File: src/sv/cac_queue.sv
// ============================================================================
// cac_queue
// Two-entry queue between the front end and the back end.
// ============================================================================
module cac_queue #(
    parameter int DW = 132
) (
    input  logic          clk,
    input  logic          rst_n,
    input  logic          push,
    input  logic [DW-1:0] push_data,
    output logic          full,
    input  logic          pop,
    output logic          empty,
    output logic [DW-1:0] head
);
    logic [DW-1:0] mem_reg [2];
    logic          wp_reg;
    logic          wp_next;
    logic          rp_reg;
    logic          rp_next;
    logic [1:0]    cnt_reg;
    logic [1:0]    cnt_next;

    assign full  = (cnt_reg == 2'd2);
    assign empty = (cnt_reg == 2'd0);
    assign head  = mem_reg[rp_reg];

    // Pointer and fill count update.
    always_comb
    begin
        wp_next  = push ? ~wp_reg : wp_reg;
        rp_next  = pop ? ~rp_reg : rp_reg;
        cnt_next = cnt_reg + 2'(push) - 2'(pop);
    end

    always_ff @(posedge clk or negedge rst_n)
    begin
        if (!rst_n)
        begin
            wp_reg  <= 1'b0;
            rp_reg  <= 1'b0;
            cnt_reg <= 2'd0;
        end
        else
        begin
            wp_reg  <= wp_next;
            rp_reg  <= rp_next;
            cnt_reg <= cnt_next;
        end
    end

    // Entry storage.
    always_ff @(posedge clk)
    begin
        if (push)
        begin
            mem_reg[wp_reg] <= push_data;
        end
    end

endmodule

File: config.mk
export PLATFORM = sky130hd
export DESIGN_NAME = cac_queue
export DESIGN_NICKNAME = d
export VERILOG_FILES = /design/src/sv/cac_queue.sv
export SDC_FILE = /design/constraint.sdc
export NUM_CORES = 1
export LEC_CHECK = 0
export ABC_AREA = 1
export BUFFER_PORTS_ARGS = -buffer_cell sky130_fd_sc_hd__buf_2
export CORE_MARGIN = 1.5
export CORE_UTILIZATION = 54
export CTS_BUF_LIST = sky130_fd_sc_hd__clkbuf_8
export DETAILED_ROUTE_END_ITERATION = 10
export GPL_ROUTABILITY_DRIVEN = 0
export PLACE_DENSITY = 0.82
export SLEW_MARGIN = 25
export SYNTH_ARGS = -nofsm -noshare
export SYNTH_HDL_FRONTEND = slang
export SYNTH_SLANG_ARGS = --single-unit
File: constraint.sdc
create_clock -name clk -period 8.77 [get_ports clk]
set_clock_uncertainty 0.1 [all_clocks]
set_input_delay 0.4385 -clock clk [delete_from_list [all_inputs] [get_ports clk]]
set_output_delay 0.4385 -clock clk [all_outputs]
set_load 0.01 [all_outputs]
==> results.sh <==
export IMPL_critical_path_max_fanout=101
export IMPL_final_cell_mix="269 x buf_2, 264 x edfxtp_1, 156 x inv_1, 138 x nand2_1, 132 x o21ai_0"
export IMPL_via_per_inst=4.87
export IMPL_synth_avg_cell_area_um2=13.9
export IMPL_cts_sinks=268
export IMPL_drc_errors=0
export IMPL_grt_pass1_wl_um=35000
export IMPL_ys_warn_count=0
export IMPL_synth_seq_cells=268
export IMPL_largest_register_ffs=264
export IMPL_overflow=0
export IMPL_regArea_mm2=0.00803
export IMPL_place_hpwl_um=12900
export IMPL_r2r_start="wp_reg$_DFFE_PN0P_"
export IMPL_setup_worst_path_start="rp_reg$_DFFE_PN0P_"
export IMPL_grt_pass1_vias=7134
export IMPL_netlist_area_leader_share_pct=79.8
export IMPL_drt_iter0_drc=375
export IMPL_postRouteAntennaNets=0
export IMPL_finalNetCount=1265
export IMPL_wl_per_cell_um=16.2
export IMPL_totalNegativeSetupSlack_ns=0
export IMPL_drive_gt1_share_pct=28.3
export IMPL_fillers=1093
export IMPL_cts_buffer_depth=3
export IMPL_status="complete, no violations"
export IMPL_rsz0062_at_grt="false"
export IMPL_io_buffers=269
export IMPL_ioPinCount=270
export IMPL_grt_usage_pct=23.3
export IMPL_hold_start="push_data[126]"
export IMPL_hold_violations=0
export IMPL_first_pass_iters=5
export IMPL_power_density_mw_per_mm2=288
export IMPL_min_path_type="input port to register"
export IMPL_holdPathEnd="mem_reg[1][126]$_DFFE_PP_"
export IMPL_fp_row_count=49
export IMPL_critPathRequiredTime_ns=8.23
export IMPL_cts_tree="yes"
export IMPL_layout_commonest_cell="buf_2"
export IMPL_num_vias=6748
export IMPL_htreeDepth=2
export IMPL_rr_endpoint="mem_reg[1][75]$_DFFE_PP_"
export IMPL_ctsResizeCount=0
export IMPL_coreArea_mm2=0.0180
export IMPL_cts_clk_slew_worst_paths_ns=0.06
export IMPL_clock_latency_ns=0.51
export IMPL_worstMarginPinSlew_ns=0.864
export IMPL_multi_input_area_mm2=0.00124
export IMPL_syn2layout_area_growth_pct=35.5
export IMPL_min_path_cells=1
export IMPL_ctsHoldBuffers=122
export IMPL_slew_viol_final=0
export IMPL_fin_ws_ns=4.82
export IMPL_crit_path_end_kind="output pin"
export IMPL_synth_nets=852
export IMPL_cp_start_kind="register"
export IMPL_vdd_ir_drop_max_mv=0.214
export IMPL_synthTopCellsByArea="edfxtp_1 80%, o21ai_0 6.6%, inv_1 5.3%"
export IMPL_die_y_um=139
export IMPL_post_cts_buffers=0
export IMPL_antenna_found_initial=2
export IMPL_start_util_pct=55.1
export IMPL_synth_top_area_cell="edfxtp_1"
export IMPL_relSlewSlack_pct=42.4
export IMPL_finalSetupViolCount=0
export IMPL_grt_max_degree=102
export IMPL_arrival_ns=3.41
export IMPL_dpl_worst_slack_ns=5.31
export IMPL_finalPower_w=0.00387
export IMPL_critPathKind="register to output pin"
export IMPL_rr_worst_depth=4
export IMPL_ys_types=12
export IMPL_synthCells=714
export IMPL_r2r_slack_ns=6.50
export IMPL_synth_area_mm2=0.00994
export IMPL_power_leakage_nw=5.85
export IMPL_dieArea_mm2=0.0192
export IMPL_cts_root_buf="clkbuf_8"
export IMPL_die_w_um=139
export IMPL_fmax_mhz=253
export IMPL_fin_crit_sh_pct=45.0
export IMPL_layout_min_cycle_time_ns=3.95
export IMPL_ys_seq_area_share_pct=80.8
export IMPL_wl_um=22500
export IMPL_cts_buffers=42
export IMPL_max_cap_violations=0
==> cell type report <==
class	count	area share, %
clock inverter	27	0.781
sequential	268	59.7
clock buffer	45	4.60
timing repair buffer	398	19.6
inverter	139	3.91
antenna	2	0.0372
tap	229	2.13
multi-input combinational	278	9.25
==> Yosys cell counts, drive strengths merged <==
cell type  number
nor2            3
inv           139
ha              2
buf            28
xor2            2
dfrtp           4
edfxtp        264
nand3           1
o21ai         132
nand2         138
clkbuf          1
==> metrics by stage <==
step	area (µm²)	hold slack [ns]	util, %	instances
2_1_floorplan	9940	0.0429	-	714
3_3_place_gp	11500	0.150	63.7	1189
3_5_place_dp	11500	0.154	63.8	1190
4_1_cts	13500	0.00144	74.6	1384
5_1_grt	13500	0.00154	74.7	1386
6_report	13500	0.0291	74.7	1386
==> cell families (layout without fill, tap and decap cells) <==
group / Yosys count / after routing / synth area share, %
buffers and inverters: 168 / 609 / 6.75
xor gates and xnor gates: 2 / 2 / 0.176
and+or+nand+nor: 142 / 142 / 5.38
other: 0 / 2 / 0
DFF: 268 / 268 / 80.8
adders and majority gates: 2 / 2 / 0.252
AOI/OAI and AO/OA: 132 / 132 / 6.65
==> worst max-delay path: stages (launching register included) <==
cell	delay [ns]
dfrtp_4	0.81
buf_4	0.76
buf_4	0.74
o21ai_0	0.26
buf_2	0.20
==> worst max-delay path by stage <==
stage | to | slack, ns | cells past startpoint
after floorplan | mem_reg[0][0]$_DFFE_PP_ | 2.04 | 2
after global placement | head[105] | 5.36 | 4
after detailed placement | head[82] | 5.31 | 4
after CTS | head[82] | 4.74 | 4
after global routing | head[43] | 4.51 | 5
final | head[105] | 4.82 | 4
==> where the power goes <==
part | total, W | internal, W | switching [W] | leakage (nW)
Sequential | 0.00180 | 0.00170 | 0.000103 | 2.52
Clock | 0.000917 | 0.000469 | 0.000449 | 0.441
Combinational | 0.00115 | 0.000404 | 0.000745 | 2.89
==> routing by layer <==
layer | vias up | global-route usage (%) | part of all wire [%]
met3 | 54 | 6.32 | 6.8
met4 | 0 | 8.50 | 2.5
li1 | 3239 | - | -
met5 | - | 0 | 0
met1 | 3187 | 25.9 | 37
met2 | 268 | 42.7 | 54
Note: power is estimated with default switching activity, not from simulation.
