<file path="src/sv/cac_pkg.sv">
// ============================================================================
// cac_pkg
// Shared types and constants of the checked address/constant ALU.
// ============================================================================
package cac_pkg;

    // Operation codes of an input transaction.
    localparam logic [2:0] OP_ADD = 3'd0;
    localparam logic [2:0] OP_SUB = 3'd1;
    localparam logic [2:0] OP_MUL = 3'd2;
    localparam logic [2:0] OP_DIV = 3'd3;
    localparam logic [2:0] OP_MOD = 3'd4;

    // Operand kind codes.
    localparam logic [2:0] KIND_CONST = 3'd0;
    localparam logic [2:0] KIND_INT   = 3'd1;
    localparam logic [2:0] KIND_ADDR  = 3'd2;
    localparam logic [2:0] KIND_RANGE = 3'd3;

    // Result status codes.
    localparam logic [1:0] ST_OK       = 2'd0;
    localparam logic [1:0] ST_INVALID  = 2'd1;
    localparam logic [1:0] ST_OVERFLOW = 2'd2;

    // Result kind codes.
    localparam logic RK_CONST = 1'b0;
    localparam logic RK_ADDR  = 1'b1;

    // Multiplier digit width and padded operand width.
    localparam int DIG_W = 32;
    localparam int MUL_W = 64;

    // Operation class decided by the front end.
    typedef enum logic [3:0] {
        CLS_INV   = 4'd0,
        CLS_ADD   = 4'd1,
        CLS_SUB   = 4'd2,
        CLS_PADD  = 4'd3,
        CLS_PSUB  = 4'd4,
        CLS_PDIFF = 4'd5,
        CLS_MUL   = 4'd6,
        CLS_DIV   = 4'd7,
        CLS_MOD   = 4'd8
    } cls_t;

    // Back end sequencer states.
    typedef enum logic [3:0] {
        S_IDLE = 4'b0001,
        S_MUL  = 4'b0010,
        S_DIV  = 4'b0100,
        S_FIN  = 4'b1000
    } bstate_t;

    function automatic logic is_const_kind(input logic [2:0] k);
        is_const_kind = (k == KIND_CONST) || (k == KIND_INT);
    endfunction

    function automatic logic is_addr_kind(input logic [2:0] k);
        is_addr_kind = (k == KIND_ADDR) || (k == KIND_RANGE);
    endfunction

endpackage

</file>
<file path="src/sv/cac_back.sv">
// ============================================================================
// cac_back
// Executes classified transactions and holds the result in an output register.
// ============================================================================
module cac_back #(
    parameter int W = 64
) (
    input  logic          clk,
    input  logic          rst_n,
    input  logic          q_empty,
    input  cac_pkg::cls_t q_cls,
    input  logic [W-1:0]  q_a,
    input  logic [W-1:0]  q_b,
    output logic          q_pop,
    output logic          out_valid,
    input  logic          out_ready,
    output logic [1:0]    out_status,
    output logic          out_rkind,
    output logic [63:0]   out_value
);
    import cac_pkg::*;

    localparam int DCW = $clog2(W);

    bstate_t                  st_reg;
    bstate_t                  st_next;
    cls_t                     cls_reg;
    logic                     neg_reg;
    logic                     sa_reg;
    logic                     spec_reg;
    logic [MUL_W-1:0]         ma_reg;
    logic [MUL_W-1:0]         mb_reg;
    logic [2*MUL_W-1:0]       acc_reg;
    logic [1:0]               step_reg;
    logic [W-1:0]             quo_reg;
    logic [W:0]               rem_reg;
    logic [DCW-1:0]           cnt_reg;
    logic                     ov_reg;
    logic [1:0]               ost_reg;
    logic                     okind_reg;
    logic [63:0]              oval_reg;

    logic                     out_free;
    logic                     sa;
    logic                     sb;
    logic [W-1:0]             ma;
    logic [W-1:0]             mb;
    logic [W:0]               sum;
    logic [W:0]               dif;
    logic [W+1:0]             pt;
    logic [W:0]               pd;
    logic                     simple;
    logic [1:0]               s_st;
    logic                     s_kind;
    logic [W-1:0]             s_val;
    logic [DIG_W-1:0]         dig_a;
    logic [DIG_W-1:0]         dig_b;
    logic [2*DIG_W-1:0]       pp;
    logic [6:0]               pp_sh;
    logic [W:0]               rem_sh;
    logic [W:0]               rem_sub;
    logic                     qbit;
    logic [2*MUL_W-1:0]       lim;
    logic [1:0]               f_st;
    logic [W-1:0]             f_val;
    logic                     take;
    logic                     wr_simple;
    logic                     wr_fin;

    assign out_free   = !ov_reg || out_ready;
    assign out_valid  = ov_reg;
    assign out_status = ost_reg;
    assign out_rkind  = okind_reg;
    assign out_value  = oval_reg;

    // Signs and magnitudes of the head operands.
    assign sa = q_a[W-1];
    assign sb = q_b[W-1];
    assign ma = sa ? (~q_a + 1'b1) : q_a;
    assign mb = sb ? (~q_b + 1'b1) : q_b;

    // Classes done without the sequencer: signed add/sub, pointer arithmetic and invalid.
    always_comb
    begin
        sum    = {q_a[W-1], q_a} + {q_b[W-1], q_b};
        dif    = {q_a[W-1], q_a} - {q_b[W-1], q_b};
        pt     = (q_cls == CLS_PSUB) ? ({2'b00, q_a} - {{2{q_b[W-1]}}, q_b})
                                     : ({2'b00, q_a} + {{2{q_b[W-1]}}, q_b});
        pd     = {1'b0, q_a} - {1'b0, q_b};
        simple = 1'b1;
        s_kind = RK_CONST;
        s_val  = '0;
        s_st   = ST_INVALID;
        unique case (q_cls)
            CLS_ADD:
            begin
                s_st  = (sum[W] != sum[W-1]) ? ST_OVERFLOW : ST_OK;
                s_val = sum[W-1:0];
            end
            CLS_SUB:
            begin
                s_st  = (dif[W] != dif[W-1]) ? ST_OVERFLOW : ST_OK;
                s_val = dif[W-1:0];
            end
            CLS_PADD, CLS_PSUB:
            begin
                s_st   = (pt[W+1:W] != 2'b00) ? ST_OVERFLOW : ST_OK;
                s_val  = pt[W-1:0];
                s_kind = RK_ADDR;
            end
            CLS_PDIFF:
            begin
                s_st  = (pd[W] != pd[W-1]) ? ST_OVERFLOW : ST_OK;
                s_val = pd[W-1:0];
            end
            CLS_MUL, CLS_DIV, CLS_MOD:
            begin
                simple = 1'b0;
            end
            default:
            begin
                s_st = ST_INVALID;
            end
        endcase
        if (s_st != ST_OK)
        begin
            s_kind = RK_CONST;
            s_val  = '0;
        end
    end

    // One 32x32 partial product per multiply step.
    always_comb
    begin
        dig_a = step_reg[1] ? ma_reg[2*DIG_W-1:DIG_W] : ma_reg[DIG_W-1:0];
        dig_b = step_reg[0] ? mb_reg[2*DIG_W-1:DIG_W] : mb_reg[DIG_W-1:0];
        pp    = dig_a * dig_b;
        pp_sh = {2'({1'b0, step_reg[1]} + {1'b0, step_reg[0]}), 5'b00000};
    end

    // One restoring division step.
    always_comb
    begin
        rem_sh  = {rem_reg[W-1:0], quo_reg[W-1]};
        rem_sub = rem_sh - {1'b0, mb_reg[W-1:0]};
        qbit    = (rem_sh >= {1'b0, mb_reg[W-1:0]});
    end

    // Range check and sign of a multi-cycle result.
    always_comb
    begin
        lim   = (2*MUL_W)'(1) << (W - 1);
        f_st  = ST_OK;
        f_val = '0;
        unique case (cls_reg)
            CLS_MUL:
            begin
                if (acc_reg > (neg_reg ? lim : (lim - 1'b1)))
                begin
                    f_st = ST_OVERFLOW;
                end
                f_val = neg_reg ? (~acc_reg[W-1:0] + 1'b1) : acc_reg[W-1:0];
            end
            CLS_DIV:
            begin
                if (!neg_reg && quo_reg[W-1])
                begin
                    f_st = ST_OVERFLOW;
                end
                f_val = neg_reg ? (~quo_reg + 1'b1) : quo_reg;
            end
            default:
            begin
                if (spec_reg)
                begin
                    f_st = ST_OVERFLOW;
                end
                f_val = sa_reg ? (~rem_reg[W-1:0] + 1'b1) : rem_reg[W-1:0];
            end
        endcase
        if (f_st != ST_OK)
        begin
            f_val = '0;
        end
    end

    // Sequencer control.
    always_comb
    begin
        st_next   = st_reg;
        take      = 1'b0;
        wr_simple = 1'b0;
        wr_fin    = 1'b0;
        unique case (st_reg)
            S_IDLE:
            begin
                if (!q_empty)
                begin
                    if (simple)
                    begin
                        if (out_free)
                        begin
                            take      = 1'b1;
                            wr_simple = 1'b1;
                        end
                    end
                    else
                    begin
                        take    = 1'b1;
                        st_next = (q_cls == CLS_MUL) ? S_MUL : S_DIV;
                    end
                end
            end
            S_MUL:
            begin
                if (step_reg == 2'd3)
                begin
                    st_next = S_FIN;
                end
            end
            S_DIV:
            begin
                if (cnt_reg == '0)
                begin
                    st_next = S_FIN;
                end
            end
            S_FIN:
            begin
                if (out_free)
                begin
                    wr_fin  = 1'b1;
                    st_next = S_IDLE;
                end
            end
            default:
            begin
                st_next = S_IDLE;
            end
        endcase
    end

    assign q_pop = take;

    // Control registers.
    always_ff @(posedge clk or negedge rst_n)
    begin
        if (!rst_n)
        begin
            st_reg <= S_IDLE;
            ov_reg <= 1'b0;
        end
        else
        begin
            st_reg <= st_next;
            if (wr_simple || wr_fin)
            begin
                ov_reg <= 1'b1;
            end
            else if (out_ready)
            begin
                ov_reg <= 1'b0;
            end
        end
    end

    // Datapath registers.
    always_ff @(posedge clk)
    begin
        if (take && !simple)
        begin
            cls_reg  <= q_cls;
            neg_reg  <= sa ^ sb;
            sa_reg   <= sa;
            spec_reg <= sa && sb && (ma == (W'(1) << (W - 1))) && (mb == W'(1));
            ma_reg   <= MUL_W'(ma);
            mb_reg   <= MUL_W'(mb);
            acc_reg  <= '0;
            step_reg <= 2'd0;
            quo_reg  <= ma;
            rem_reg  <= '0;
            cnt_reg  <= DCW'(W - 1);
        end
        if (st_reg == S_MUL)
        begin
            acc_reg  <= acc_reg + ((2*MUL_W)'(pp) << pp_sh);
            step_reg <= step_reg + 2'd1;
        end
        if (st_reg == S_DIV)
        begin
            rem_reg <= qbit ? rem_sub : rem_sh;
            quo_reg <= {quo_reg[W-2:0], qbit};
            cnt_reg <= cnt_reg - 1'b1;
        end
        if (wr_simple)
        begin
            ost_reg   <= s_st;
            okind_reg <= s_kind;
            oval_reg  <= 64'(s_val);
        end
        if (wr_fin)
        begin
            ost_reg   <= f_st;
            okind_reg <= RK_CONST;
            oval_reg  <= 64'(f_val);
        end
    end

endmodule

</file>
<file path="config.mk">
export PLATFORM = sky130hd
export DESIGN_NAME = cac_back
export DESIGN_NICKNAME = d
export VERILOG_FILES = /design/src/sv/cac_pkg.sv /design/src/sv/cac_back.sv
export SDC_FILE = /design/constraint.sdc
export NUM_CORES = 2
export LEC_CHECK = 0
export ABC_AREA = 1
export BUFFER_PORTS_ARGS = -buffer_cell sky130_fd_sc_hd__buf_4
export CORE_ASPECT_RATIO = 1.4
export CORE_MARGIN = 2
export CORE_UTILIZATION = 40
export DETAILED_ROUTE_END_ITERATION = 10
export MAX_ROUTING_LAYER = met4
export PLACE_DENSITY = 0.58
export SLEW_MARGIN = 20
export SYNTH_ARGS = -nofsm -noshare
export SYNTH_HDL_FRONTEND = slang
export SYNTH_SLANG_ARGS = --single-unit
</file>
<file path="constraint.sdc">
create_clock -name clk -period 33.1 [get_ports clk]
set_input_delay 1.655 -clock clk [delete_from_list [all_inputs] [get_ports clk]]
set_output_delay 1.655 -clock clk [all_outputs]
set_load 0.02 [all_outputs]
</file>
==> metrics.csv <==
stage,metric,value,unit
clocking,numCtsBuffers,58,
layout,layout.cells.non_filler,16967,
worst_setup_path,reg2regPathDepth,37,
worst_setup_path,worst_setup_path_start_kind,flop,
layout,nNetsFinal,15558,
worst_setup_path,crit_path_max_fanout,65,
place,numPortBuffers,204,
worst_setup_path,cp_num_cells,37,
layout,drive_above_1_share,5.21,%
global_route,grt_max_degree,129,
timing,period_share,41.8,%
clocking,cts_max_path_buffers,3,
clocking,tritoncts,done,
synthesis,syn_nets,15504,
route,post_drt_wl_per_cell,32.3,microns
synthesis,synth_edf_count,465,
synthesis,ys_warn_count,0,
worst_setup_path,worst_ep_required_time,33640,ps
die,core,0.232,sq mm
place,gp_congestion,1.14,
global_route,antenna_found_initial,52,
clocking,cts_max_level,2,
timing,report.final.slew_viol_count,0,
worst_setup_path,reg2reg_slack,19260,ps
worst_setup_path,critical_path_class,reg -> reg,
global_route,first_global_vias,100163,
worst_setup_path,crit_slowest_cell,clkinv_1,
route,ant_nets,0,
layout,area_growth,8.49,%
clocking,ctsHoldBuffers,0,
worst_setup_path,startpoint,step_reg[0]$_SDFFCE_PN0P_,
outcome,outcome,completed,
die,dieArea,0.237,sq mm
timing,worstMarginPinSlew,1420,ps
worst_hold_path,hold_class,reg -> reg,
place,dp_cells,16787,
timing,max_freq,0.0723,GHz
die,rows,209,
place,hpwl,446000,microns
run,drv_cap,0,
synthesis,yosysSeqAreaShare,15.1,%
global_route,grt_usage,47.1,%
global_route,grt-ovfl-total,0,
synthesis,avgSynthCellArea,6.78,sq um
worst_setup_path,endpoint,acc_reg[84]$_SDFFCE_PN0P_,
route,wirelength,548000,microns
layout,layout_common_cells,"inv_1, nand2_1, nor2_1, a21oi_1, o21ai_0",
synthesis,synth_cells,13748,
worst_setup_path,timing.rr.end,acc_reg[84]$_SDFFCE_PN0P_,
clocking,cts_root_buffer,clkbuf_16,
die,fp.dieW,412,microns
synthesis,synthesis.area,0.0932,sq mm
die,die_h,575,microns
synthesis,async_reset_ff_share,1.06,%
route,post-route-drc-count,0,
clocking,cts.sinks,471,
route,dr.pass1.iters,7,
synthesis,synth_seq_cells,471,
layout,final_common_cell,inv_1,
worst_setup_path,critical_path.top_delay_family,adder cells,
worst_setup_path,critPathCaptureType,flop,
timing,setup_tns,0,ps
die,pin_count,205,
clocking,cts_resized,0,
timing,max_slew_margin,5.23,%
worst_setup_path,rr_startpoint,step_reg[0]$_SDFFCE_PN0P_,
clocking,cts.clk_slew.worst_paths,70,ps
timing,rsz0062_at_grt,false,
route,drt_iter0_drc,10673,
worst_setup_path,crit_arrival,14380,ps
layout,largest_reg_flops,128,
timing,hold_viol_final,0,
worst_setup_path,critPathMostFrequentCell,fa_1,
synthesis,synth_cell_type_count,68,
synthesis,synth_ff_type,edfxtp_1,
clocking,insertion_delay,820,ps
timing,min_period,13840,ps
route,num_vias,100917,
timing,setup_viol,0,
timing,skew,134,ps
route,via_per_inst,5.95,
worst_setup_path,crit_buf_inv,7,
worst_setup_path,max_stage_delay,1110,ps
global_route,grt_pass1_wl,756000,microns
clocking,post_cts_buffers,0,
die,initial_utilization,40.2,%
==> metrics by stage <==
step / cell area [sq um] / utilization (%) / hold WS [ps] / setup slack, ps
after floorplan: 93200 / - / 531 / 21430
after global placement: 98800 / 42.6 / 483 / 19730
after detailed placement: 98800 / 42.6 / 480 / 19620
after CTS: 101000 / 43.5 / 489 / 19700
after global routing: 101000 / 43.7 / 520 / 19010
final: 101000 / 43.7 / 483 / 19260
==> layer usage <==
metal	wire (microns)	vias to the layer above	part of all wire, %	GRT usage [%]
li1	-	44659	-	-
met1	173000	48345	32	45.2
met2	253000	5509	46	74.3
met3	42900	2404	7.8	10.6
met4	79300	0	14	52.2
met5	0	-	0	-
==> worst register-to-register path, delay by kind of cell (launching register included) <==
kind	cells	cell delay [ps]
multiplexers	1	730
flip-flops	1	390
adder cells (fa/ha/maj)	10	5010
AO/OA/AOI/OAI	9	3560
AND/OR/NAND/NOR	9	1910
buffers and inverters	7	1830
XOR/XNOR	1	240
==> kinds of logic after synthesis <==
group           synth area share (%)
compound gates                  16.7
xor+xnor                        2.11
fa+ha+maj                       29.0
buf+inv                         12.1
flops                           15.1
mux                           0.0550
simple gates                    25.0
==> cell usage after synthesis, types with 6 or more instances <==
library cell	number	share of area, %
o211ai_1	79	0.64
buf_6	6	0.072
buf_2	22	0.12
nor3_1	147	0.79
nand4_1	177	1.2
xnor2_1	74	0.70
nand3b_1	18	0.14
a21boi_0	30	0.24
o221ai_1	25	0.23
nor2_1	2095	8.4
inv_2	6	0.024
nand3_1	573	3.1
o311ai_0	20	0.19
o21ai_0	1032	5.5
and3_1	10	0.067
nand2_1	2370	9.5
o21bai_1	38	0.31
clkbuf_1	346	1.4
a211oi_1	12	0.097
a221oi_1	11	0.10
o21a_1	115	0.93
a21o_1	57	0.46
nor2_2	8	0.054
a21oi_1	1121	6.0
clkinv_1	37	0.15
edfxtp_1	465	15
inv_1	2523	10
nor4_1	117	0.79
buf_1	28	0.11
xor2_1	151	1.4
a31oi_1	159	1.1
a41oi_1	6	0.056
o2111ai_1	9	0.085
o22ai_1	20	0.13
or2_2	89	0.60
ha_1	719	9.6
o31ai_1	11	0.089
nand2_2	6	0.040
nor3_2	6	0.064
fa_1	901	19
o21ai_1	56	0.30
==> worst min path at each step <==
stage                        startpoint                        to  slack, ps  cells past startpoint
2_1_floorplan  cnt_reg[0]$_SDFFCE_PN1P_  cnt_reg[0]$_SDFFCE_PN1P_        530                      1
3_3_place_gp     out_rkind$_SDFFE_PP0P_    out_rkind$_SDFFE_PP0P_        480                      2
3_5_place_dp     out_rkind$_SDFFE_PP0P_    out_rkind$_SDFFE_PP0P_        480                      2
4_1_cts          out_rkind$_SDFFE_PP0P_    out_rkind$_SDFFE_PP0P_        490                      2
5_1_grt          out_rkind$_SDFFE_PP0P_    out_rkind$_SDFFE_PP0P_        520                      2
6_report         out_rkind$_SDFFE_PP0P_    out_rkind$_SDFFE_PP0P_        480                      2
==> cell type report <==
class / count / area, sq um
antenna: 59 / 148
clock buffer: 70 / 1530
clock inverter: 37 / 460
fill: 25350 / 131000
inverter: 2566 / 9630
multi-input combinational: 10304 / 68400
sequential: 471 / 14100
tap: 3059 / 3830
timing repair buffer: 401 / 3080
Power is not shown: default switching activity piles up to over one toggle a cycle in this logic, so the estimate is an artifact.
