### config.mk
export PLATFORM = sky130hd
export DESIGN_NAME = cac_front
export DESIGN_NICKNAME = d
export VERILOG_FILES = /design/src/sv/cac_pkg.sv /design/src/sv/cac_front.sv
export SDC_FILE = /design/constraint.sdc
export NUM_CORES = 1
export LEC_CHECK = 0
export ABC_AREA = 1
export BUFFER_PORTS_ARGS = -buffer_cell sky130_fd_sc_hd__buf_2
export CAP_MARGIN = 25
export CORE_AREA = 4 4 102 104
export DETAILED_ROUTE_END_ITERATION = 8
export DIE_AREA = 0 0 106 108
export GPL_TIMING_DRIVEN = 0
export MAX_ROUTING_LAYER = met4
export PLACE_DENSITY_LB_ADDON = 0.12
export SLEW_MARGIN = 5
export SYNTH_ARGS = -nofsm -noshare
export SYNTH_HDL_FRONTEND = slang
export SYNTH_SLANG_ARGS = --single-unit
### constraint.sdc
create_clock -name vclk -period 2.1
set_input_delay 0.63 -clock vclk [all_inputs]
set_output_delay 0.63 -clock vclk [all_outputs]
set_load 0.05 [all_outputs]
### src/sv/cac_pkg.sv
// ============================================================================
// cac_pkg
// Shared types and constants of the checked address/constant ALU.
// ============================================================================
package cac_pkg;

    // Operation codes of an input transaction.
    localparam logic [2:0] OP_ADD = 3'd0;
    localparam logic [2:0] OP_SUB = 3'd1;
    localparam logic [2:0] OP_MUL = 3'd2;
    localparam logic [2:0] OP_DIV = 3'd3;
    localparam logic [2:0] OP_MOD = 3'd4;

    // Operand kind codes.
    localparam logic [2:0] KIND_CONST = 3'd0;
    localparam logic [2:0] KIND_INT   = 3'd1;
    localparam logic [2:0] KIND_ADDR  = 3'd2;
    localparam logic [2:0] KIND_RANGE = 3'd3;

    // Result status codes.
    localparam logic [1:0] ST_OK       = 2'd0;
    localparam logic [1:0] ST_INVALID  = 2'd1;
    localparam logic [1:0] ST_OVERFLOW = 2'd2;

    // Result kind codes.
    localparam logic RK_CONST = 1'b0;
    localparam logic RK_ADDR  = 1'b1;

    // Multiplier digit width and padded operand width.
    localparam int DIG_W = 32;
    localparam int MUL_W = 64;

    // Operation class decided by the front end.
    typedef enum logic [3:0] {
        CLS_INV   = 4'd0,
        CLS_ADD   = 4'd1,
        CLS_SUB   = 4'd2,
        CLS_PADD  = 4'd3,
        CLS_PSUB  = 4'd4,
        CLS_PDIFF = 4'd5,
        CLS_MUL   = 4'd6,
        CLS_DIV   = 4'd7,
        CLS_MOD   = 4'd8
    } cls_t;

    // Back end sequencer states.
    typedef enum logic [3:0] {
        S_IDLE = 4'b0001,
        S_MUL  = 4'b0010,
        S_DIV  = 4'b0100,
        S_FIN  = 4'b1000
    } bstate_t;

    function automatic logic is_const_kind(input logic [2:0] k);
        is_const_kind = (k == KIND_CONST) || (k == KIND_INT);
    endfunction

    function automatic logic is_addr_kind(input logic [2:0] k);
        is_addr_kind = (k == KIND_ADDR) || (k == KIND_RANGE);
    endfunction

endpackage

### src/sv/cac_front.sv
// ============================================================================
// cac_front
// Classifies a transaction by operation and operand kinds and orders operands.
// ============================================================================
module cac_front #(
    parameter int W = 64
) (
    input  logic [2:0]    op,
    input  logic [2:0]    lhs_kind,
    input  logic [63:0]   lhs_value,
    input  logic [2:0]    rhs_kind,
    input  logic [63:0]   rhs_value,
    output cac_pkg::cls_t cls,
    output logic [W-1:0]  a,
    output logic [W-1:0]  b
);
    import cac_pkg::*;

    logic [W-1:0] lv;
    logic [W-1:0] rv;
    logic         lc;
    logic         rc;
    logic         la;
    logic         ra;
    logic         addsub;

    assign lv     = lhs_value[W-1:0];
    assign rv     = rhs_value[W-1:0];
    assign lc     = is_const_kind(lhs_kind);
    assign rc     = is_const_kind(rhs_kind);
    assign la     = is_addr_kind(lhs_kind);
    assign ra     = is_addr_kind(rhs_kind);
    assign addsub = (op == OP_ADD) || (op == OP_SUB);

    // Pointer rules first, then plain signed arithmetic on constants.
    always_comb
    begin
        cls = CLS_INV;
        a   = lv;
        b   = rv;
        priority if (addsub && (la || ra))
        begin
            if (la && ra)
            begin
                if (op == OP_SUB)
                begin
                    cls = CLS_PDIFF;
                end
            end
            else if (la)
            begin
                if (rc)
                begin
                    cls = (op == OP_ADD) ? CLS_PADD : CLS_PSUB;
                end
            end
            else if ((op == OP_ADD) && lc)
            begin
                // Constant plus address: put the address on the left.
                cls = CLS_PADD;
                a   = rv;
                b   = lv;
            end
        end
        else if (lc && rc)
        begin
            unique case (op)
                OP_ADD:  cls = CLS_ADD;
                OP_SUB:  cls = CLS_SUB;
                OP_MUL:  cls = CLS_MUL;
                OP_DIV:  cls = (rv == '0) ? CLS_INV : CLS_DIV;
                OP_MOD:  cls = (rv == '0) ? CLS_INV : CLS_MOD;
                default: cls = CLS_INV;
            endcase
        end
        else
        begin
            // Any other operand kind is rejected.
            cls = CLS_INV;
        end
    end

endmodule

==> results of run 1 <==
## power by group through the flow
| stage | Combinational [mW] | Clock [mW] | Sequential, mW |
|---|---|---|---|
| finish | 1.66 | 0 | 0 |
| global route | 1.73 | 0 | 0 |
| CTS | 1.49 | 0 | 0 |
| detailed placement | 1.34 | 0 | 0 |
| global placement | 1.32 | 0 | 0 |
| floorplan | 0.987 | 0 | 0 |
## worst min path at each step
stage	from	end	slack (ps)	depth (start not counted)
floorplan	lhs_value[37]	a[37]	1470	2
global placement	lhs_value[62]	a[62]	1710	4
detailed placement	lhs_value[62]	a[62]	1720	4
CTS	lhs_value[41]	a[41]	1650	4
global route	lhs_value[63]	a[63]	1640	4
finish	lhs_value[40]	a[40]	1620	4
## repair_timing
action,CTS,global route
cloned,0,3
pin swaps,1,40
resized for setup,244,220
setup endpoints to repair,132,132
setup buffers,0,7
## logic make-up after synthesis
kind of cell	after synthesis
simple gates	217
compound gates	131
buf+inv	102
## metrics by stage
stage          cell area, sq um  setup WS, ps  cells
2_1_floorplan              3740          -188    450
3_3_place_gp               5240          -566    850
3_5_place_dp               5240          -574    850
4_1_cts                    5930          -463    850
5_1_grt                    6800          -513    860
6_report                   6800          -465    860
## cell usage in the layout, fill, tap and decap left out
cell type	n
nand3_1	3
nor2_8	1
nand3_2	1
clkbuf_16	3
inv_16	1
nand2_8	1
and3_4	1
buf_12	12
nand4_4	1
inv_1	68
buf_6	106
nand2_2	50
nor2_4	23
o211ai_1	1
o21ai_4	65
buf_4	46
o21bai_1	1
nand2_1	39
inv_8	1
buf_2	115
nor2_1	20
nor3_4	1
nor2_2	66
buf_16	1
a21oi_4	64
buf_8	22
nand2_4	7
inv_4	4
nor4_2	1
nor3_1	2
## worst min-delay path: cells and delay by family
kind	cells	cell delay [ps]
buffers and inverters	2	230
AO/OA/AOI/OAI	1	60
AND/OR/NAND/NOR	1	60
## cell type report
class | instances | area, sq um
Multi-Input combinational cell | 348 | 3530
Fill cell | 755 | 2750
Timing Repair Buffer | 277 | 2350
Buffer | 28 | 439
Inverter | 74 | 312
Tap cell | 133 | 166
## metal layers
| metal | GRT usage [%] | wire, microns | vias to the layer above |
|---|---|---|---|
| li1 | - | - | 1962 |
| met1 | 24.5 | 5340 | 1932 |
| met2 | 43.9 | 8060 | 176 |
| met3 | 2.51 | 853 | 28 |
| met4 | 3.52 | 289 | 0 |
| met5 | - | 0 | - |
==> flow_metrics.py, run 1 <==
metrics = {
    "pwr": {
        "ir_drop_v": 0.000161,
        "p_clk_share_pct": 0,
        "switching_share_pct": 62.2,
        "combPwrFrac_pct": 100.0,
        "switching_power_mw": 1.03,
        "fin_total_pwr_mw": 1.66,
        "p_int_mw": 0.627,
        "leakage_nw": 3.08,
        "seqPwrFrac_pct": 0,
        "powerDensity_nw_per_um2": 244,
    },
    "critical_path": {
        "slowest_delay_ps": 220,
        "path_depth": 9,
        "critical_path.n_buffers_inverters": 5,
        "cp_common_cell": "buf_4",
        "worst_setup_path_end_kind": "primary output",
        "path_max_fanout": 10,
        "worstPathArrival_ps": 1930,
        "critPathSlowestCell": "buf_12",
        "endpoint": "a[0]",
        "worstSetupStartpointType": "input pin",
        "cp_top_family": "buffers and inverters",
        "path_cells": "buf_4 -> inv_4 -> o21ai_4 -> nand4_4 -> buf_12 -> buf_6 -> nor2_2 -> a21oi_4 -> buf_4",
        "cp_data_required_time_ps": 1470,
        "crit_type": "input pin to primary output",
        "crit_start": "rhs_kind[1]",
    },
    "synth": {
        "synth.largest_area_cell": "nor2_1",
        "synth-seq-area-share_pct": 0,
        "syn_nets": 587,
        "yosysMostFrequentCell": "nor2_1",
        "synth.top_cells.by_count": "nor2_1 (106), nand2_1 (95), inv_1 (71)",
        "yosysUniqueCellTypes": 22,
        "synthTopCellsByArea": "nor2_1 (17%), nand2_1 (15%), o21ai_2 (14%)",
        "synth_top_family_by_area": "compound AO/OA/AOI/OAI gates",
        "synth_top_area_share_pct": 16.9,
        "netlist_instances": 450,
        "ys.warnings.count": 0,
        "synth-adder-area-share_pct": 0,
        "syn_avg_cell_area_sq_um": 5.24,
        "synth-xor-area-share_pct": 0,
        "synthesis.area_sq_um": 2360,
        "synth_mux_area_share_pct": 0,
        "synthSimpleGateAreaFrac_pct": 37.3,
        "synth_compound_area_share_pct": 37.9,
    },
    "die": {
        "initial_core_util_pct": 24.7,
        "die_h_microns": 108,
        "core_sq_um": 9550,
        "num_io_pins": 269,
        "die_x_microns": 106,
        "dieArea_sq_um": 11400,
        "rows": 36,
    },
    "drt": {
        "drt_wl_total_mm": 14.5,
        "vias": 4098,
        "via_per_inst": 4.77,
        "routedWlPerCell_microns": 16.9,
        "first_pass_iters": 5,
        "antenna_left": 0,
        "drt_drc_violations_left": 0,
        "drtIter0Drc": 133,
    },
    "grt": {
        "grt_pass1_wl_mm": 20.6,
        "grt_max_degree": 11,
        "grt_pass1_vias": 4228,
        "grtUsageTotal_pct": 22.3,
        "antenna_found_initial": 0,
        "overflow": 0,
    },
    "sta": {
        "tightestPinTransition_ps": 336,
        "setup_ws_ps": -465,
        "max_clock_freq_ghz": 0.390,
        "slew_viol_final": 0,
        "hold_viol_final": 0,
        "period_minus_slack_ps": 2560,
        "finalCritPeriodShare_pct": 122,
        "hold_ws_ps": 1620,
        "rsz0062_at_grt": "true",
        "setup_viol": 132,
        "slew_headroom_pct": 77.4,
        "setup_tns_ps": -51910,
    },
    "cells_and_area": {
        "nClkBuffers": 0,
        "finalNetCount": 866,
        "seqCellArea_sq_um": 0,
        "synthToLayoutAreaGrowth_pct": 188,
        "finalCoreUtilization_pct": 71.2,
        "seq_cells": 0,
        "drive_above_1_share_pct": 81.6,
        "antenna-diode-count": 0,
    },
    "placement": {
        "io_buffers": 267,
        "place_congestion": 0.844,
        "dpl.hpwl_mm": 10.8,
    },
    "outcome": {
        "violations": "setup timing",
        "status": "complete, but fails checks",
    },
    "clock_tree": {
        "ctsHoldBuffers": 0,
    },
    "hold_path": {
        "hp-class": "input pin to primary output",
    },
    "job": {
        "drv_cap": 0,
    },
}
No activity file was read; power rests on OpenSTA's default activity.
==> inputs of run 2 (changes only) <==
==> constraint.sdc (replaced) <==
create_clock -name vclk -period 2.1
set_input_delay 0.63 -clock vclk [all_inputs]
set_output_delay 0.63 -clock vclk [all_outputs]
set_load 0.1 [all_outputs]
==> flow_metrics.py, run 2 (synthesis gave the netlist of run 1 again) <==
metrics = {
    "outcome": {
        "status": "complete, but fails checks",
        "violations": "setup timing",
    },
    "hold_path": {
        "hp-start": "rhs_value[3]",
        "hold_end": "b[3]",
        "min_path_cells": 4,
        "hp-class": "input pin to primary output",
    },
    "pwr": {
        "fin_total_pwr_mw": 2.65,
        "ir_drop_v": 0.000275,
        "switching_share_pct": 64.2,
        "powerDensity_nw_per_um2": 314,
        "seqPwrFrac_pct": 0,
        "switching_power_mw": 1.70,
        "p_int_mw": 0.947,
        "leakage_nw": 3.70,
        "p_clk_share_pct": 0,
        "combPwrFrac_pct": 100.0,
    },
    "placement": {
        "io_buffers": 267,
        "place_ws_ps": -715,
        "dpl.hpwl_mm": 10.8,
        "place_congestion": 0.830,
        "dpl_cell_area_sq_um": 5230,
        "placed_cells": 850,
    },
    "cells_and_area": {
        "seq_cells": 0,
        "multi_input_area_sq_um": 3610,
        "finalCoreUtilization_pct": 88.3,
        "fin_area_sq_um": 8440,
        "layout_commonest_cell": "buf_12",
        "seqCellArea_sq_um": 0,
        "drive_above_1_share_pct": 80.5,
        "layoutNonFillerInstCount": 874,
        "nClkBuffers": 0,
        "mostFrequentLayoutCells": "buf_12 (147), buf_2 (103), inv_1 (68)",
        "filler_cell_count": 399,
        "synthToLayoutAreaGrowth_pct": 258,
        "finalNetCount": 879,
    },
    "critical_path": {
        "worstSetupStartpointType": "input pin",
        "worstPathArrival_ps": 1960,
        "crit_type": "input pin to primary output",
        "cp_data_required_time_ps": 1470,
        "crit_start": "op[0]",
        "path_cells": "buf_8 -> inv_8 -> nand2_8 -> nor2_8 -> nand4_4 -> buf_6 -> buf_12 -> buf_12 -> a21oi_4 -> buf_12",
        "cp_common_cell": "buf_12",
        "path_max_fanout": 10,
        "critPathSlowestCell": "buf_12",
        "slowest_delay_ps": 200,
        "worst_setup_path_end_kind": "primary output",
    },
    "sta": {
        "rsz0062_at_grt": "true",
        "hold_ws_ps": 1650,
        "slew_viol_final": 0,
        "finalCritPeriodShare_pct": 123,
        "slew_headroom_pct": 69.0,
        "max_clock_freq_ghz": 0.387,
        "setup_ws_ps": -486,
        "hold_viol_final": 0,
        "tightestPinTransition_ps": 463,
        "period_minus_slack_ps": 2590,
        "setup_viol": 132,
        "setup_tns_ps": -52170,
    },
    "drt": {
        "wl_met3_mm": 1.23,
        "met1_length_mm": 6.36,
        "antenna_left": 0,
        "vias": 4433,
        "via_per_inst": 5.07,
        "drt_drc_violations_left": 0,
        "top_layer": "met4",
        "first_pass_iters": 4,
        "routedWlPerCell_microns": 21.5,
        "drt_wl_total_mm": 18.8,
        "drtIter0Drc": 223,
        "routed-wl-met2_mm": 10.7,
    },
    "die": {
        "dieArea_sq_um": 11400,
        "initial_core_util_pct": 24.7,
        "die_h_microns": 108,
        "core_sq_um": 9550,
        "num_io_pins": 269,
        "die_x_microns": 106,
        "rows": 36,
    },
    "grt": {
        "grt_pass1_vias": 4851,
        "grt_max_degree": 11,
        "grt_pass1_wl_mm": 26.1,
        "grtUsageTotal_pct": 29.2,
        "antenna_found_initial": 1,
        "overflow": 0,
    },
    "clock_tree": {
        "ctsHoldBuffers": 0,
    },
    "job": {
        "drv_cap": 0,
    },
}
[run 2: changes by cell type in the layout (fill, tap and decap cells not counted), sizes merged]
| cell | before | now |
|---|---|---|
| buf | 302 | 314 |
| clkinvlp | 0 | 2 |
| inv | 74 | 72 |
| clkbuf | 3 | 4 |
| diode | 0 | 1 |
[run 2: power by group through the flow]
| stage | Combinational [mW] | Clock (mW) | Sequential, mW |
|---|---|---|---|
| after floorplan | 1.55 | 0 | 0 |
| after global placement | 1.88 | 0 | 0 |
| after detailed placement | 1.89 | 0 | 0 |
| after CTS | 2.54 | 0 | 0 |
| after global routing | 2.71 | 0.0000000638 | 0 |
| final | 2.65 | 0.0000000638 | 0 |
[run 2: worst max-delay path by stage]
stage / to / depth (start not counted)
floorplan: b[40] / 7
global placement: a[50] / 9
detailed placement: a[50] / 9
CTS: a[17] / 10
global route: a[18] / 10
finish: a[18] / 10
[run 2: repair_timing]
item | in CTS | in global routing
cloned | 3 | 4
gates resized for setup | 739 | 74
setup buffers | 13 | 8
pin swaps | 22 | 34
endpoints found under the setup margin | 132 | 132
[run 2: area by class of cell]
class	instances	area share [%]
timing repair buffer	293	45.6
multi-input combinational	348	42.8
buffer	25	5.87
inverter	74	3.75
tap	133	1.97
antenna	1	0.0297
[run 2: critical path, delay by kind of cell]
family,cells,cell delay [ps]
buf+inv,6,840
simple gates,3,300
compound gates,1,190
[run 2: routing by layer]
| layer | global-route usage, % | vias to the layer above |
|---|---|---|
| met5 | - | - |
| met4 | 7.03 | 0 |
| met2 | 58.1 | 240 |
| met3 | 4.06 | 55 |
| li1 | - | 2007 |
| met1 | 30.2 | 2131 |
==> inputs of run 3 (changes only) <==
Settings changed: CELL_PAD_IN_SITES_DETAIL_PLACEMENT set to 0, CELL_PAD_IN_SITES_GLOBAL_PLACEMENT set to 1, CORE_AREA 4 4 102 104 to not set, CORE_MARGIN set to 4, CORE_UTILIZATION set to 18, DIE_AREA 0 0 106 108 to not set, GPL_TIMING_DRIVEN 0 to not set.
==> flow_metrics.py, run 3 (synthesis gave the netlist of run 1 again) <==
metrics = {
    "outcome": {
        "status": "complete, but fails checks",
        "violations": "setup timing",
    },
    "critical_path": {
        "crit_type": "input pin to primary output",
        "path_cells": "buf_8 -> buf_12 -> nor2_8 -> nand4_4 -> buf_4 -> buf_16 -> buf_4 -> nand2_1 -> o21ai_4 -> buf_12",
        "worstPathArrival_ps": 1940,
        "crit_start": "op[2]",
        "path_max_fanout": 9,
        "slowest_delay_ps": 180,
        "critPathSlowestCell": "buf_4",
        "worstSetupStartpointType": "input pin",
        "path_depth": 10,
        "worst_setup_path_end_kind": "primary output",
        "critical_path.n_buffers_inverters": 6,
        "cp_data_required_time_ps": 1470,
        "cp_top_family": "buffers and inverters",
    },
    "drt": {
        "drtIter0Drc": 82,
        "first_pass_iters": 4,
        "drt_drc_violations_left": 0,
        "antenna_left": 0,
        "via_per_inst": 4.39,
        "vias": 4263,
        "drt_wl_total_mm": 15.2,
        "routedWlPerCell_microns": 15.7,
    },
    "hold_path": {
        "min_path_cells": 4,
        "hold_end": "b[0]",
        "hp-start": "rhs_value[0]",
        "hp-class": "input pin to primary output",
    },
    "die": {
        "rows": 41,
        "dieArea_sq_um": 15000,
        "initial_core_util_pct": 18.5,
        "core_sq_um": 12700,
        "num_io_pins": 269,
        "die_h_microns": 122,
        "die_x_microns": 122,
    },
    "grt": {
        "grtUsageTotal_pct": 18.3,
        "grt_max_degree": 21,
        "grt_pass1_vias": 4346,
        "overflow": 0,
        "antenna_found_initial": 0,
        "grt_pass1_wl_mm": 21.4,
    },
    "pwr": {
        "ir_drop_v": 0.000201,
        "powerDensity_nw_per_um2": 292,
        "fin_total_pwr_mw": 2.71,
        "leakage_nw": 4.05,
    },
    "placement": {
        "place_ws_ps": -708,
        "dpl_cell_area_sq_um": 7670,
        "dpl.hpwl_mm": 12.2,
        "place_congestion": 0.864,
        "io_buffers": 267,
    },
    "sta": {
        "tightestPinTransition_ps": 429,
        "setup_viol": 132,
        "finalCritPeriodShare_pct": 123,
        "rsz0062_at_grt": "true",
        "slew_headroom_pct": 71.2,
        "max_clock_freq_ghz": 0.389,
        "period_minus_slack_ps": 2570,
        "hold_ws_ps": 1650,
        "hold_viol_final": 0,
        "slew_viol_final": 0,
        "setup_ws_ps": -474,
    },
    "job": {
        "drv_cap": 0,
    },
    "cells_and_area": {
        "seqCellArea_sq_um": 0,
        "finalCoreUtilization_pct": 73.0,
        "seq_cells": 0,
        "finalNetCount": 939,
        "mostFrequentLayoutCells": "buf_12 (146), buf_2 (98), nor2_4 (77)",
        "nClkBuffers": 0,
        "drive_above_1_share_pct": 87.4,
        "fin_area_sq_um": 9290,
        "synthToLayoutAreaGrowth_pct": 294,
        "layout_commonest_cell": "buf_12",
        "antenna-diode-count": 0,
    },
    "clock_tree": {
        "ctsHoldBuffers": 0,
    },
}
==> run 3: cell count changes in the layout (fill, tap and decap cells not counted), moves of 2 or more <==
cell,change
buf_2,-5
buf_4,+57
buf_6,+5
clkbuf_16,+2
nand2_1,-30
nand2_2,+30
nor2_1,-11
nor2_2,-22
nor2_4,+33
==> run 3: cell type report <==
type                            count  area [sq um]
Inverter                           74           314
Fill cell                         909          3430
Tap cell                          172           215
Timing Repair Buffer              378          4870
Multi-Input combinational cell    348          3890
==> run 3: power by group <==
group          total (mW)  internal (mW)  switching, mW
clock network           0              0              0
logic                2.71           1.02           1.69
registers               0              0              0
total                2.71           1.02           1.69
==> run 3: how the worst max path moves through the flow <==
stage / end / slack [ps]
2_1_floorplan: b[40] / -400
4_1_cts: a[26] / -470
3_3_place_gp: cls[2] / -720
3_5_place_dp: cls[2] / -710
6_report: b[28] / -470
5_1_grt: b[28] / -540
==> run 3: metrics by stage <==
step,setup TNS [ps],cells
4_1_cts,-57910,966
2_1_floorplan,-50760,450
5_1_grt,-63370,972
6_report,-55630,972
3_3_place_gp,-64750,950
3_5_place_dp,-67170,950
==> run 3: per-layer routing <==
metal	part of all wire (%)	vias up	GRT usage, %
met5	0	-	-
met4	1.1	0	1.54
met3	5.8	10	2.12
met2	60	139	37.7
met1	33	1997	18.9
li1	-	2117	-
==> run 3: repair_timing <==
action | CTS | global route
pin swaps | 29 | 54
endpoints found under the setup margin | 132 | 132
cloned | 3 | 6
buffers inserted | 13 | 1
gates resized for setup | 202 | 159
